## config.mk

```make
export PLATFORM = sky130hd
export DESIGN_NAME = hamming_nearest_centroid_assign
export DESIGN_NICKNAME = d
export VERILOG_FILES = /design/src/design/hnca_pkg.sv /design/src/design/hnca_cell.sv /design/src/design/hnca_accum.sv /design/src/design/hamming_nearest_centroid_assign.sv
export SDC_FILE = /design/constraint.sdc
export NUM_CORES = 1
export LEC_CHECK = 0
export BUFFER_PORTS_ARGS = -buffer_cell sky130_fd_sc_hd__buf_2
export CAP_MARGIN = 10
export CORE_MARGIN = 3
export CORE_UTILIZATION = 30
export DETAILED_ROUTE_END_ITERATION = 8
export GPL_TIMING_DRIVEN = 0
export HOLD_SLACK_MARGIN = 0.15
export PLACE_DENSITY_LB_ADDON = 0.12
export SYNTH_ARGS = -nofsm -noshare
export SYNTH_HDL_FRONTEND = slang
export SYNTH_SLANG_ARGS = --single-unit
```

## constraint.sdc

```tcl
create_clock -name clock -period 7.9 [get_ports clock]
set_clock_uncertainty 0.1 [all_clocks]
set_input_delay 0 -clock clock [delete_from_list [all_inputs] [get_ports clock]]
set_output_delay 0 -clock clock [all_outputs]
set_load 0.03 [all_outputs]
```

## src/design/hnca_pkg.sv

```systemverilog
`default_nettype none

package hnca_pkg;

   // Field widths fixed by the item layout.
   localparam int BASE_LEN  = 3;
   localparam int BASE_W    = 2;
   localparam int SEQ_W     = BASE_LEN * BASE_W;
   localparam int SLOT_W    = 3;
   localparam int DIST_W    = 2;
   localparam int CLUSTER_W = 3;
   localparam int COUNT_W   = 4;

   // Number of centroid slots, one cell each; the slot field addresses all of them.
   localparam int MAX_CENTROIDS = 8;

   // Function codes of an input transaction.
   localparam logic FUNC_LOAD      = 1'b0;
   localparam logic FUNC_CANDIDATE = 1'b1;

   // Centroid count after reset.
   localparam logic [COUNT_W-1:0] COUNT_RESET = COUNT_W'(1);

   typedef struct packed {
      logic              func;
      logic [SLOT_W-1:0] slot_index;
      logic [SEQ_W-1:0]  sequence_req;
      logic              group_last;
   } req_type;

   typedef struct packed {
      logic [CLUSTER_W-1:0] cluster_index;
      logic [SEQ_W-1:0]     best_sequence;
      logic [DIST_W-1:0]    best_distance;
   } rsp_type;

   // What one cell hands to the next: the item and the best distance so far.
   typedef struct packed {
      logic              valid;
      req_type           item;
      logic [DIST_W-1:0] best_distance;
   } token_type;

   // Number of bases in which two codons differ.
   function automatic logic [DIST_W-1:0] hamming(input logic [SEQ_W-1:0] a,
                                                 input logic [SEQ_W-1:0] b);
      logic [DIST_W-1:0] d;
      d = '0;
      for (int i = 0; i < BASE_LEN; i++) begin
         if (a[i*BASE_W +: BASE_W] != b[i*BASE_W +: BASE_W]) begin
            d = d + DIST_W'(1);
         end
      end
      return d;
   endfunction

endpackage

`default_nettype wire

```

## src/design/hnca_cell.sv

```systemverilog
`default_nettype none

module hnca_cell #(
   parameter int CELL_ID = 0,
   parameter int IDX_W   = 3
) (
   input  wire logic                          clock,
   input  wire logic                          reset,
   input  wire logic                          advance,
   input  wire logic [hnca_pkg::COUNT_W-1:0]  count,
   input  wire hnca_pkg::token_type           tok_in,
   input  wire logic [IDX_W-1:0]              clu_in,
   output hnca_pkg::token_type                tok_out,
   output logic [IDX_W-1:0]                   clu_out
);

   logic [hnca_pkg::SEQ_W-1:0]  centroid_ff;
   hnca_pkg::token_type         tok_ff;
   hnca_pkg::token_type         tok_in_val;
   logic [IDX_W-1:0]            clu_ff;
   logic [IDX_W-1:0]            clu_in_val;
   logic [hnca_pkg::DIST_W-1:0] cell_distance;
   logic                        active;
   logic                        is_load;
   logic                        is_cand;

   // Slot zero is always compared; the others only below the active count.
   assign active  = (CELL_ID == 0) || (CELL_ID < int'(count));
   assign is_load = tok_in.valid && (tok_in.item.func == hnca_pkg::FUNC_LOAD) &&
                    (int'(tok_in.item.slot_index) == CELL_ID);
   assign is_cand = tok_in.valid && (tok_in.item.func == hnca_pkg::FUNC_CANDIDATE);
   assign cell_distance = hnca_pkg::hamming(tok_in.item.sequence_req, centroid_ff);

   // A strictly smaller distance takes over, so ties stay with the lower slot.
   always_comb begin
      tok_in_val = tok_in;
      clu_in_val = clu_in;
      if (is_cand && active &&
          ((CELL_ID == 0) || (cell_distance < tok_in.best_distance))) begin
         tok_in_val.best_distance = cell_distance;
         clu_in_val               = IDX_W'(CELL_ID);
      end
   end

   // Centroid slot owned by this cell.
   always_ff @(posedge clock) begin
      if (reset) begin
         centroid_ff <= '0;
      end else if (advance && is_load) begin
         centroid_ff <= tok_in.item.sequence_req;
      end
   end

   // Hand the transaction to the next cell.
   always_ff @(posedge clock) begin
      if (reset) begin
         tok_ff.valid <= 1'b0;
      end else if (advance) begin
         tok_ff <= tok_in_val;
         clu_ff <= clu_in_val;
      end
   end

   assign tok_out = tok_ff;
   assign clu_out = clu_ff;

endmodule

`default_nettype wire

```

## src/design/hnca_accum.sv

```systemverilog
`default_nettype none

module hnca_accum #(
   parameter int IDX_W = 3
) (
   input  wire logic                 clock,
   input  wire logic                 reset,
   input  wire hnca_pkg::token_type  tail_tok,
   input  wire logic [IDX_W-1:0]     tail_clu,
   output logic                      advance,
   output logic                      rsp_valid,
   input  wire logic                 rsp_ready,
   output hnca_pkg::rsp_type         rsp_data
);

   logic                         run_valid_ff, run_valid_in;
   logic [hnca_pkg::DIST_W-1:0]  run_dist_ff, run_dist_in;
   logic [IDX_W-1:0]             run_clu_ff, run_clu_in;
   logic [hnca_pkg::SEQ_W-1:0]   run_seq_ff, run_seq_in;
   logic                         out_valid_ff, out_valid_in;
   hnca_pkg::rsp_type            out_ff, out_in;
   logic                         cand;
   logic                         emit;
   logic                         take;
   logic [hnca_pkg::DIST_W-1:0]  new_dist;
   logic [IDX_W-1:0]             new_clu;
   logic [hnca_pkg::SEQ_W-1:0]   new_seq;

   assign cand = tail_tok.valid && (tail_tok.item.func == hnca_pkg::FUNC_CANDIDATE);
   assign emit = cand && tail_tok.item.group_last;

   // The chain holds only when a result is due and the output is still occupied.
   assign advance = !(emit && out_valid_ff && !rsp_ready);

   // Earlier codon keeps a full tie.
   assign take = !run_valid_ff || (tail_tok.best_distance < run_dist_ff) ||
                 ((tail_tok.best_distance == run_dist_ff) && (tail_clu < run_clu_ff));
   assign new_dist = take ? tail_tok.best_distance : run_dist_ff;
   assign new_clu  = take ? tail_clu : run_clu_ff;
   assign new_seq  = take ? tail_tok.item.sequence_req : run_seq_ff;

   // Running best of the open group and the output register.
   always_comb begin
      run_valid_in = run_valid_ff;
      run_dist_in  = run_dist_ff;
      run_clu_in   = run_clu_ff;
      run_seq_in   = run_seq_ff;
      out_valid_in = out_valid_ff && !rsp_ready;
      out_in       = out_ff;
      if (advance && cand) begin
         if (emit) begin
            run_valid_in         = 1'b0;
            run_dist_in          = '0;
            run_clu_in           = '0;
            run_seq_in           = '0;
            out_valid_in         = 1'b1;
            out_in.cluster_index = hnca_pkg::CLUSTER_W'(new_clu);
            out_in.best_sequence = new_seq;
            out_in.best_distance = new_dist;
         end else begin
            run_valid_in = 1'b1;
            run_dist_in  = new_dist;
            run_clu_in   = new_clu;
            run_seq_in   = new_seq;
         end
      end
   end

   always_ff @(posedge clock) begin
      if (reset) begin
         run_valid_ff <= 1'b0;
         run_dist_ff  <= '0;
         run_clu_ff   <= '0;
         run_seq_ff   <= '0;
         out_valid_ff <= 1'b0;
      end else begin
         run_valid_ff <= run_valid_in;
         run_dist_ff  <= run_dist_in;
         run_clu_ff   <= run_clu_in;
         run_seq_ff   <= run_seq_in;
         out_valid_ff <= out_valid_in;
      end
   end

   always_ff @(posedge clock) begin
      out_ff <= out_in;
   end

   assign rsp_valid = out_valid_ff;
   assign rsp_data  = out_ff;

endmodule

`default_nettype wire

```

## src/design/hamming_nearest_centroid_assign.sv

```systemverilog
// A candidate transaction is registered in each cell in turn, cell 0 capturing it at the edge
// that accepts it; a group's last candidate then sets the accumulator's output register, rsp_valid.
// Throughput: one transaction per cycle; the cell chain is a pipeline and stalls only
// when a group result is due while the output register still holds an untaken result.
// Reset clears all centroid slots to zero, the running best and the pipeline, and sets
// the centroid count to one.
`default_nettype none

module hamming_nearest_centroid_assign (
   input  wire logic                          clock,
   input  wire logic                          reset,
   input  wire logic                          req_valid,
   output logic                               req_ready,
   input  wire hnca_pkg::req_type             req_data,
   output logic                               rsp_valid,
   input  wire logic                          rsp_ready,
   output hnca_pkg::rsp_type                  rsp_data,
   input  wire logic                          csr_valid,
   output logic                               csr_ready,
   input  wire logic [hnca_pkg::COUNT_W-1:0]  csr_data
);

   localparam int MaxCentroids = hnca_pkg::MAX_CENTROIDS;
   localparam int IdxW = (MaxCentroids > 1) ? $clog2(MaxCentroids) : 1;

   logic [hnca_pkg::COUNT_W-1:0] count_ff;
   logic                         advance;
   hnca_pkg::token_type          tok [MaxCentroids+1];
   logic [IdxW-1:0]              clu [MaxCentroids+1];

   // Centroid count register.
   assign csr_ready = 1'b1;

   always_ff @(posedge clock) begin
      if (reset) begin
         count_ff <= hnca_pkg::COUNT_RESET;
      end else if (csr_valid && csr_ready) begin
         count_ff <= csr_data;
      end
   end

   // Head of the chain.
   assign req_ready              = advance;
   assign tok[0].valid           = req_valid && req_ready;
   assign tok[0].item            = req_data;
   assign tok[0].best_distance   = '0;
   assign clu[0]                 = '0;

   // One cell per centroid slot.
   for (genvar g = 0; g < MaxCentroids; g++) begin : g_cell
      hnca_cell #(
         .CELL_ID(g),
         .IDX_W  (IdxW)
      ) u_cell (
         .clock  (clock),
         .reset  (reset),
         .advance(advance),
         .count  (count_ff),
         .tok_in (tok[g]),
         .clu_in (clu[g]),
         .tok_out(tok[g+1]),
         .clu_out(clu[g+1])
      );
   end

   // Group minimum and result register.
   hnca_accum #(
      .IDX_W(IdxW)
   ) u_accum (
      .clock    (clock),
      .reset    (reset),
      .tail_tok (tok[MaxCentroids]),
      .tail_clu (clu[MaxCentroids]),
      .advance  (advance),
      .rsp_valid(rsp_valid),
      .rsp_ready(rsp_ready),
      .rsp_data (rsp_data)
   );

endmodule

`default_nettype wire
```

After elaboration in Yosys (flattened, before gate mapping)
Cells that the tools add are included.
Storage, ports and cells
  bits in registers: 202
  logic and storage cells: 247
  input port bits: 20
Operators by class
  bitwise operators: 10
  eq/ne operators: 32
  $lt $le $gt $ge: 16
  multiplexer cells: 40
  $add $sub $neg: 16
  reductions and logical operators: 62
Operators by type and width (number)
  $logic_and 1x1->1: 54
  $mux 2: 25
  $ne 2x2->1: 24
  $add 2x1->2 const B: 16
  $lt 2x2->1: 8
  $lt 3x4->1 const A: 4
  $eq 3x3->1 const B: 4
  $mux 6: 2
  $mux 1: 11
  $not 1->1: 10
  $lt 2x4->1 const A: 2
  $eq 3x2->1 const B: 2
  $mux 3: 2
  $lt 1x4->1 const A: 1
  $reduce_and 2->1: 2
  $eq 3x1->1 const B: 1
  $logic_not 1->1: 3
  $logic_not 3->1: 1
  $lt 3x3->1: 1
  $eq 2x2->1: 1
  $logic_or 1x1->1: 2

Logic depth before layout (Yosys ltp)
Gate-level depths: netlist of run 1.
  depth after elaboration: 9
  mapped depth: 12
  mapped depth without buffers: 12

By module
Synthesis of run 1 repeated with hierarchy kept, for this count alone.
Second synthesis, totals
  cell total of the unflattened synthesis: 688
  area, all modules: 9251.4 µm²
Modules (own cells, without submodules)
  hnca_accum: area an instance 1082.3 µm², times used 1, cells each 78, seq. area each 590.6 µm²
  hnca_cell at g_cell[1].u_cell: area an instance 1026.0 µm², times used 1, cells each 80, seq. area each 620.6 µm²
  hnca_cell at g_cell[4].u_cell: area an instance 1023.5 µm², times used 1, cells each 73, seq. area each 620.6 µm²
  hnca_cell at g_cell[6].u_cell: area an instance 1011.0 µm², times used 1, cells each 73, seq. area each 620.6 µm²
  hnca_cell at g_cell[5].u_cell: area an instance 1009.7 µm², times used 1, cells each 73, seq. area each 620.6 µm²
  hnca_cell at g_cell[2].u_cell: area an instance 998.5 µm², times used 1, cells each 73, seq. area each 620.6 µm²
  hnca_cell at g_cell[3].u_cell: area an instance 993.5 µm², times used 1, cells each 76, seq. area each 620.6 µm²
  hnca_cell at g_cell[7].u_cell: area an instance 988.4 µm², times used 1, cells each 70, seq. area each 620.6 µm²
  hnca_cell at g_cell[0].u_cell: area an instance 953.4 µm², times used 1, cells each 75, seq. area each 620.6 µm²
  hamming_nearest_centroid_assign: area an instance 165.2 µm², times used 1, cells each 17, seq. area each 80.1 µm²

Worst setup path after synthesis of run 1
Ideal clock, no wire load.
  path kind: flip-flop to flip-flop
  start: register u_accum.out_valid_ff (netlist: u_accum.rsp_valid)
  end: register g_cell[0].u_cell.tok_ff (netlist bit g_cell[0].u_cell.tok_out[0]), enable pin
  clock period less this slack: 6374 ps
  arrival time: 5678 ps
  buffers on the path: 1
  setup slack: 1526 ps
  cell stages (with the launch flop): 5
  cells stage by stage: dfxtp_1 > nand2b_1 > nor2_1 > buf_2 > nor2_1
Between the ends
  word-level cells in the longest chain between the ends: 4
RTL lines
  start, declared: line hnca_accum.sv:20  | logic out_valid_ff, out_valid_in;
  start signal, assigned: line hnca_accum.sv:81  | out_valid_ff <= out_valid_in;
  $logic_and 1x1->1 (2 in a row): line hnca_accum.sv:33  | assign advance = !(emit && out_valid_ff && !rsp_ready);
  $not 1->1 (no line)
  $reduce_and 2->1 (no line)
  end signal, assigned: line hnca_cell.sv:59  | tok_ff <= tok_in_val;
  end, declared: line hnca_cell.sv:18  | hnca_pkg::token_type tok_ff;
Every way passes these cells.
A chain may end at the register's enable or synchronous reset.

==> impl_results.md, run 1 <==
- Reg area: between 5000 and 6000 um^2
- Startpoint types: flop
- Crit Path Max Fanout: 5
- Top FF cell, synth: edfxtp_1
- Slew Viols, Final: 0
- Post-Synth Adder-Cell Area: under 10%
- Sw frac: a little over a fifth
- # diodes: 0
- Seq cells post-synth: 202
- Tcrit/Tclk final: between 30% and 40%
- Via count: 4863
- Avg WL per Cell: ~14 um
- Global-route wire length before repair: roughly 25 mm
- DRT iter0 DRCs: around 200
- CTS tree: yes
- Area of the multi-input gates: ~2900 um^2
- Slowest cell on the critical path: edfxtp_1
- Pwr per Cell Area: 225 nW/um^2
- Worst hold margin: approximately 210 ps
- Cell variety after synth: between 40 and 50
- Initial Util: between 30% and 40%
- Crit path DAT: roughly 3000 ps
- Sequential Power Share: about 53%
- Simple-Gate Fraction of Synth Area: between 10% and 20%
- Slew @ Worst Pin: between 900 and 1000 ps
- Post-CTS setup buffers: 0
- Layout cell share with drive strength beyond 1: between 10% and 20%
- Fin worst setup slack: 5020 ps
- Vias per inst: approximately 4.3
- Initial antenna violation count: 0
- Sink Count: 202
- Setup violators final: 0
- Ranking of synthesized cells by area: edfxtp_1 46%, dfxtp_1 17%, mux2i_1 6.5%, xnor2_1 4.1%, ha_1 4.0%
- WP depth: 12
- Sw Pwr: 0.492 mW
- Gr usage total: between 10% and 20%
- Bufs and invs on worst path: 1
- Post-Syn Instances: 640
- TritonRoute pass-1 iters: 4
- Max frequency: between 300 and 400 MHz
- Cell Area, Synth: between 8000 and 9000 um^2
- Hold Crit Class: primary input to flop
- Vias in the first global route: between 4000 and 5000
- Rel. slew slack: 39.0%
- Crit path to: g_cell[7].u_cell.tok_out[0]$_DFFE_PP_
- Reg-to-Reg End: g_cell[7].u_cell.tok_out[0]$_DFFE_PP_
- Placed cells: between 1000 and 1500
- H-tree levels: 1
- Status: completed
- Largest family of logic cells by synthesized area: simple AND/OR/NAND/NOR gates
- Post-synthesis sequential area ratio: 63.4%
- Synth async-reset ratio: 0%
- FP Rows: 60
- Largest net degree at the start of global routing: 34
- Most common cell in the netlist: edfxtp_1
- Synth Net Count: approximately 690
- Post-synthesis compound-gate area fraction: ~4.5%
- R2R cell count: 12
- Final global-route overflow total: 0
- Maximum vdd drop: about 110 uV
- Non-Filler Instances: approximately 1100
- Port Buffers: 31
- Drt drc: 0
- RSZ-0062 raised after global routing: false
- # fillers: approximately 2700
- ANT nets after route: 0
- Area leader, netlist: edfxtp_1
- Core area: 27300 um^2
- Post-synth EDFFs: 129
- TritonCTS Buffers: 23
- Reg2Reg Setup Slack: 5020 ps
- Worst skew pair latency: about 500 ps
- Pint: 1.79 mW
- Critical path's top delay family: simple AND/OR/NAND/NOR gates
- Critical path required time: between 8000 and 9000 ps
- Die H: roughly 170 um
- Total die area: ~30000 um^2
- IO Count: 34
- Clk root buf: clkbuf_16
- Max-cap violations: 0
- Post-DP HPWL: 10.6 mm
- Crit-path cells: xnor2_1 > and2_1 > inv_1 > ha_1 > nand2_1 > o21ai_0 > ha_1 > nand4b_1 > nor3b_1 > mux2i_1 > o21ai_0 > mux2_2
- Reg clk slew, reported paths: approximately 60 ps
- Synth Area in XOR/XNOR: approximately 5.8%
- Routability cong.: 0.729
- R2r startpoint: g_cell[6].u_cell.tok_out[4]$_DFFE_PP_
- CP max stage delay: roughly 420 ps
- Nets@finish: between 700 and 800
- Fin crit period: roughly 2900 ps
- Place WS: 4990 ps
- Clock Path Buffers: 3
- Final Hold Viols: 0
- Clock share of power: between 40% and 50%
- Synth top area share: 46.0%
- Worst setup startpoint: g_cell[6].u_cell.tok_out[4]$_DFFE_PP_
- Mux cell area share after synthesis: 9.66%
- Logic pwr share: under 10%
- Syn. warnings: 0
- Worst Setup End Kind: flop
- Area delta synth->final: 20.3%
- WL final: ~15 mm
- Worst setup path class: flop to flop
- Die X: 173 um
- Leak: 3.92 nW
- Post-synth top cells: 129 x edfxtp_1, 75 x nor2_1, 73 x dfxtp_1, 55 x mux2i_1, 40 x nand2_1
- Synth Area per Inst: 13.1 um^2
-- registers in the layout (all words and copies together), names as in the netlist --
register,count
count_ff,4
g_cell.u_cell.centroid_ff,48
g_cell.u_cell.clu_out,17
g_cell.u_cell.tok_out,109
u_accum.rsp_data,11
u_accum.rsp_valid,1
u_accum.run_clu_ff,3
u_accum.run_dist_ff,2
u_accum.run_seq_ff,6
u_accum.run_valid_ff,1
-- routing by layer --
layer	vias to the layer above	GRT usage (%)	part of all wire, %
met1	2319	11.2	40
met4	0	3.24	3.1
li1	2445	-	-
met2	72	19.3	53
met3	27	1.93	4.1
met5	-	0	0
-- worst min path at each step --
stage / start / endpoint / slack [ps] / cells after the start
5_1_grt: req_data[4] / g_cell[0].u_cell.centroid_ff[3]$_SDFFE_PP0P_ / 230 / 4
3_3_place_gp: req_data[0] / g_cell[0].u_cell.tok_out[2]$_DFFE_PP_ / 80 / 1
2_1_floorplan: req_data[8] / g_cell[0].u_cell.tok_out[10]$_DFFE_PP_ / -1 / 0
4_1_cts: req_data[2] / g_cell[0].u_cell.centroid_ff[1]$_SDFFE_PP0P_ / 200 / 4
6_report: req_data[4] / g_cell[0].u_cell.centroid_ff[3]$_SDFFE_PP0P_ / 210 / 4
3_5_place_dp: req_data[0] / g_cell[0].u_cell.tok_out[2]$_DFFE_PP_ / 80 / 1
-- worst min-delay path, stage by stage --
cell and delay (ps):
dlygate4sd3_1 510, buf_2 120, mux2i_1 60, nor2_1 70
-- kinds of logic after synthesis --
| group | count (synthesis) |
|---|---|
| compound gates | 55 |
| buf+inv | 46 |
| flops | 202 |
| fa+ha+maj | 27 |
| other cells | 1 |
| simple gates | 178 |
| xor+xnor | 56 |
| mux | 75 |
-- area by class of cell --
| cell class | count | share of cell area [%] |
|---|---|---|
| clock buffers | 38 | 6.34 |
| inverters | 30 | 1.11 |
| flip-flops and latches | 202 | 52.7 |
| well taps | 372 | 4.60 |
| repair buffers | 69 | 5.68 |
| plain buffers | 16 | 0.803 |
| multi-input cells | 392 | 28.6 |
| clock inverters | 3 | 0.185 |
-- metrics by stage --
stage	setup TNS [ps]	area (um^2)	utilization, %	total power [mW]
floorplan	0	8420	-	1.30
global placement	-152450	9040	33.2	1.33
detailed placement	0	9120	33.5	1.34
CTS	0	10100	37.2	2.32
global route	0	10100	37.2	2.38
finish	0	10100	37.2	2.28
-- power by group through the flow --
stage / logic [mW] / registers (mW) / clock network, mW
6_report: 0.128 / 1.20 / 0.954
5_1_grt: 0.144 / 1.20 / 1.03
4_1_cts: 0.131 / 1.20 / 0.989
3_5_place_dp: 0.117 / 1.22 / 0
3_3_place_gp: 0.109 / 1.23 / 0
2_1_floorplan: 0.0814 / 1.22 / 0
-- cell usage in the layout, fill, tap and decap left out, drive strengths merged, types with 17 or more instances in the layout --
cell and n:
dlygate4sd3 34, clkbuf 43, mux2i 55, inv 31, edfxtp 129, buf 46, nor2 76, mux2 20
xnor2 39, ha 27, dfxtp 73, nand2 40, xor2 17
-- timing repair --
action	4_1_cts	5_1_grt
hold buffers	34	0
endpoints found under the hold margin	55	0
gates resized for setup	0	0
endpoints found under the setup margin	0	0
No activity file was read; power rests on OpenSTA's default activity.
==> inputs of run 2 (changes only) <==
==> constraint.sdc (replaced) <==
create_clock -name clock -period 2.9 [get_ports clock]
set_clock_uncertainty 0.1 [all_clocks]
set_input_delay 0 -clock clock [delete_from_list [all_inputs] [get_ports clock]]
set_output_delay 0 -clock clock [all_outputs]
set_load 0.03 [all_outputs]
==> impl_results.md, run 2 (synthesis gave the netlist of run 1 again) <==
- Sw frac: just over 20%
- Largest register FFs: 109
- Startpoint types: flop
- Vias in the first global route: approximately 5000
- Most frequent cells in the layout: 129 x edfxtp_1, 73 x nor2_1, 72 x dfxtp_1
- Hold Crit Class: primary input to flop
- Sequential Power Share: ~48%
- Largest net degree at the start of global routing: 33
- Clock Path Buffers: 3
- CP most frequent cell: ha_1
- Port Buffers: 31
- Sw Pwr: 1.38 mW
- Clock share of power: around 47%
- Drt drc: 0
- Total die area: 30100 um^2
- Grt met2 use: about a fifth
- Die H: 173 um
- TritonCTS Buffers: 24
- Max-cap violations: 0
- Worst Setup End Kind: flop
- Setup violators final: 0
- Max frequency: 359 MHz
- Tcrit/Tclk final: between 90 and 100%
- Status: completed
- Worst setup path class: flop to flop
- Global routing usage on met3: between 2 and 2.5%
- Initial Util: between 30% and 40%
- Final Hold Viols: 0
- Vias per inst: 4.32
- Logic pwr share: approximately 5.4%
- Reg clk slew, reported paths: ~60 ps
- CTS tree: yes
- RSZ-0062 raised after global routing: true
- GR peak layer: met2
- Initial antenna violation count: 0
- TritonRoute pass-1 iters: 4
- Maximum vdd drop: roughly 300 uV
- Crit-path cells: xnor2_1 > and2_1 > inv_1 > ha_1 > nand2_1 > o21ai_0 > ha_1 > nand4b_1 > nor3b_2 > mux2i_1 > o21ai_2 > mux2_2
- Gr usage total: just over 10%
- Fin crit period: between 2000 and 3000 ps
- TNS Setup: 0 ps
- Pint: roughly 5.4 mW
- CP max stage delay: 420 ps
- # diodes: 0
- IO Count: 34
- Critical path required time: around 3100 ps
- Pwr per Cell Area: 650 nW/um^2
- Worst skew pair latency: approximately 500 ps
- Via count: roughly 4900
- Clk root buf: clkbuf_16
- Post-DP HPWL: 10.7 mm
- Routability cong.: approximately 0.73
- Final global-route overflow total: 0
- Most common cell after layout, fill and taps aside: edfxtp_1
- Slew @ Worst Pin: about 870 ps
- Met1 Track Usage GR: between 10 and 15%
- FP Rows: 60
- Total power draw: slightly below 7 mW
- Area delta synth->final: 24.4%
- Core area: 27300 um^2
- Sink Count: a little over 200
- Avg WL per Cell: approximately 13 um
- Die X: between 150 and 200 um
- Layout cell share with drive strength beyond 1: 18.6%
- Slew Viols, Final: 0
- Bufs and invs on worst path: 1
- Crit Path Max Fanout: 5
- Crit path DAT: ~2900 ps
- Rel. slew slack: around two fifths
- ANT nets after route: 0
- Nets@finish: between 700 and 800
- Critical path's top delay family: simple AND/OR/NAND/NOR gates
- DRT iter0 DRCs: ~160
- Global-route wire length before repair: between 20 and 25 mm
- WL final: between 15 and 20 mm
- Slowest cell on the critical path: edfxtp_1
- H-tree levels: 1
- Leak: a little over 4 nW
-- run 2: power by group through the flow --
stage	logic [mW]	clock network, mW	registers [mW]
after floorplan	0.222	0	3.30
after global placement	0.299	0	3.32
after detailed placement	0.320	0	3.32
after CTS	0.359	3.29	3.26
after global routing	0.410	3.41	3.27
final	0.365	3.18	3.26
-- run 2: worst register-to-register path: stages, from the launching register on --
cell,delay (ps)
edfxtp_1,420
xnor2_1,150
and2_1,180
inv_1,50
ha_1,180
nand2_1,50
o21ai_0,120
ha_1,220
nand4b_1,250
nor3b_2,200
mux2i_1,120
o21ai_2,120
mux2_2,370
-- run 2: cell type report --
type / instances / area (um^2)
tap: 372 / 465
timing repair buffer: 75 / 628
buffer: 16 / 87.6
inverter: 30 / 113
clock inverter: 9 / 148
multi-input combinational: 392 / 2980
clock buffer: 35 / 713
sequential: 202 / 5340
fill: 2586 / 16800
-- run 2: worst paths after layout --
check                                              from                                            to  slack, ps  cells past startpoint
setup / recovery  g_cell[6].u_cell.tok_out[4]$_DFFE_PP_         g_cell[7].u_cell.tok_out[0]$_DFFE_PP_        110                     12
hold / removal                              req_data[5]  g_cell[0].u_cell.centroid_ff[4]$_SDFFE_PP0P_        200                      4
setup reg to reg  g_cell[6].u_cell.tok_out[4]$_DFFE_PP_         g_cell[7].u_cell.tok_out[0]$_DFFE_PP_        110                     12
hold reg to reg   g_cell[2].u_cell.tok_out[2]$_DFFE_PP_         g_cell[3].u_cell.tok_out[2]$_DFFE_PP_        320                      0
-- run 2: per-stage QoR --
step / util (%) / hold WS, ps / std cells / instance area [um^2] / setup slack [ps]
2_1_floorplan: - / -1.13 / 640 / 8440 / -43.8
3_3_place_gp: 33.2 / 77.0 / 1043 / 9060 / -1400
3_5_place_dp: 33.6 / 78.8 / 1047 / 9150 / -39.7
5_1_grt: 38.4 / 236 / 1131 / 10500 / -33.5
6_report: 38.4 / 204 / 1131 / 10500 / 111
4_1_cts: 38.0 / 182 / 1125 / 10400 / 11.6
-- run 2: metal layers --
layer  up-vias  share of wire (%)
li1       2461                  -
met4         0                2.5
met5         -                  0
met1      2315                 41
met2        75                 53
met3        31                3.6
-- run 2: timing repair --
action,4_1_cts,5_1_grt
gates resized for setup,2,16
hold buffers,34,0
setup endpoints to repair,2,6
endpoints found under the hold margin,55,0
pin swaps,0,7
buffers inserted,0,6
==> inputs of run 3 (changes only) <==
--- a/config.mk
+++ b/config.mk
@@ -5,7 +5,7 @@
 export SDC_FILE = /design/constraint.sdc
 export NUM_CORES = 1
 export LEC_CHECK = 0
-export BUFFER_PORTS_ARGS = -buffer_cell sky130_fd_sc_hd__buf_2
+export BUFFER_PORTS_ARGS = -buffer_cell sky130_fd_sc_hd__buf_4
 export CAP_MARGIN = 10
 export CORE_MARGIN = 3
 export CORE_UTILIZATION = 30
@@ -15,4 +15,5 @@
 export PLACE_DENSITY_LB_ADDON = 0.12
 export SYNTH_ARGS = -nofsm -noshare
 export SYNTH_HDL_FRONTEND = slang
+export SYNTH_HIERARCHICAL = 1
 export SYNTH_SLANG_ARGS = --single-unit
==> impl_results.md, run 3 <==
- Status: completed
- ANT nets after route: 0
- Tcrit/Tclk final: a little over nine tenths
- Slew Viols, Final: 0
- Worst skew pair latency: 500 ps
- Synth Area per Inst: around 13 um^2
- WL final: about 18 mm
- Fin worst setup slack: between 70 and 80 ps
- Pwr per Cell Area: approximately 620 nW/um^2
- Routability cong.: roughly 0.77
- Worst hold margin: approximately 180 ps
- H-tree levels: 1
- # diodes: 0
- CP max stage delay: about 460 ps
- Non-Filler Instances: between 1000 and 1500
- Vias per inst: between 4 and 5
- Gr usage total: 10.8%
- Leak: 4.51 nW
- Bufs and invs on worst path: 2
- Post-Syn Instances: just under 700
- Syn. warnings: 6
- Port Buffers: 31
- Initial antenna violation count: 0
- Place WS: -63.4 ps
- Area delta synth->final: 25.0%
- Most common cell after layout, fill and taps aside: edfxtp_1
- TritonCTS Buffers: 24
- Post-DP HPWL: between 10 and 15 mm
- Reg clk slew, reported paths: approximately 60 ps
- Final instance area: approximately 11000 um^2
- Nets@finish: between 800 and 900
- Worst setup path class: flop to flop
- Rel. slew slack: 38.2%
- Largest register FFs: 109
- Cell Area, Synth: between 9000 and 10000 um^2
- Global-route wire length before repair: ~29 mm
- CTS tree: yes
- Crit-path cells: xnor2_2 > and2_4 > buf_4 > ha_1 > mux2i_2 > ha_2 > nand3b_1 > nor3_1 > mux2i_2 > nand2_2 > buf_4 > or2_1
- DRT iter0 DRCs: 197
- Most frequent cells in the layout: 136 x edfxtp_1, 72 x dfxtp_1, 62 x nor2_1
- Hold Crit Class: primary input to flop
- DP Area: 9980 um^2
- Worst Setup End Kind: flop
- Via count: 5372
- Layout cell share with drive strength beyond 1: a little over a fifth
- Final global-route overflow total: 0
- Avg WL per Cell: ~15 um
- Drt drc: 0
- Vias in the first global route: around 5700
- Placed cells: between 1000 and 1500
- Crit path DAT: around 3000 ps
- IO Count: 34
- Total die area: 32700 um^2
- Startpoint types: flop
- Slowest cell on the critical path: edfxtp_1
- Total power draw: roughly 7.0 mW
- Clk root buf: clkbuf_16
- Initial Util: between 30% and 40%
- Clock Path Buffers: 3
- Die H: approximately 180 um
- Slew @ Worst Pin: a little over 900 ps
- TritonRoute pass-1 iters: 4
- Max frequency: around 350 MHz
- Critical path required time: approximately 3100 ps
- Crit Path Max Fanout: 4
- Final core occ: 38.3%
- Die X: ~180 um
- Setup violators final: 0
- Core area: 29900 um^2
- Maximum vdd drop: 453 uV
- Sink Count: around 210
- Critical path's top delay family: simple AND/OR/NAND/NOR gates
- TNS Setup: 0 ps
- FP Rows: 63
- Max-cap violations: 0
- Final Hold Viols: 0
- Largest net degree at the start of global routing: 18
- Fin crit period: around 2800 ps
-- run 3: cell count changes in the layout (fill, tap and decap cells not counted), moves of 8 or more --
cell     before  now
nand2_1      40   24
xnor2_1      38   46
nand3_1       1    9
nor2_1       73   62
nor2b_1       6   14
buf_2        35    2
buf_4         8   53
-- run 3: worst paths after layout --
path / startpoint / to / slack [ps] / cells past startpoint
worst max-delay path: g_cell[2].u_cell/tok_out[4]$_DFFE_PP_ / g_cell[3].u_cell/clu_out[1]$_SDFFCE_PP1P_ / 80 / 12
worst min-delay path: req_data[10] / g_cell[0].u_cell/tok_out[12]$_DFFE_PP_ / 180 / 2
worst max register to register: g_cell[2].u_cell/tok_out[4]$_DFFE_PP_ / g_cell[3].u_cell/clu_out[1]$_SDFFCE_PP1P_ / 80 / 12
worst min register to register: g_cell[5].u_cell/tok_out[2]$_DFFE_PP_ / g_cell[6].u_cell/tok_out[2]$_DFFE_PP_ / 320 / 0
-- run 3: worst reg2reg max path: stages (launching register included) --
cell      delay, ps
edfxtp_1        460
xnor2_2         170
and2_4          140
buf_4           120
ha_1            190
mux2i_2         210
ha_2            210
nand3b_1        190
nor3_1           90
mux2i_2         230
nand2_2         120
buf_4           150
or2_1           200
-- run 3: area by class of cell --
cell class / instances / area (um^2)
clock inverter: 6 / 106
inverter: 32 / 120
fill: 2797 / 18400
tap: 390 / 488
clock buffer: 38 / 756
sequential: 209 / 5550
buffer: 15 / 87.6
timing repair buffer: 97 / 853
multi-input combinational: 433 / 3490
-- run 3: what timing repair did --
item	in CTS	in global routing
endpoints found under the hold margin	86	0
setup endpoints to repair	4	7
hold buffers	38	0
resized for setup	1	11
buffers inserted	3	18
pin swaps	2	5
-- run 3: per-layer routing --
| metal | up-vias | wire length [um] | global-route usage (%) |
|---|---|---|---|
| li1 | 2701 | - | - |
| met1 | 2576 | 7190 | 11.6 |
| met2 | 70 | 9560 | 20.8 |
| met3 | 25 | 614 | 2.15 |
| met4 | 0 | 452 | 3.65 |
| met5 | - | 0 | 0 |
-- run 3: report_power, final --
part           switching (mW)  total [mW]  internal (mW)
registers              0.0949        3.41           3.31
logic                   0.218       0.437          0.219
clock network            1.15        3.20           2.05
total                    1.46        7.04           5.58
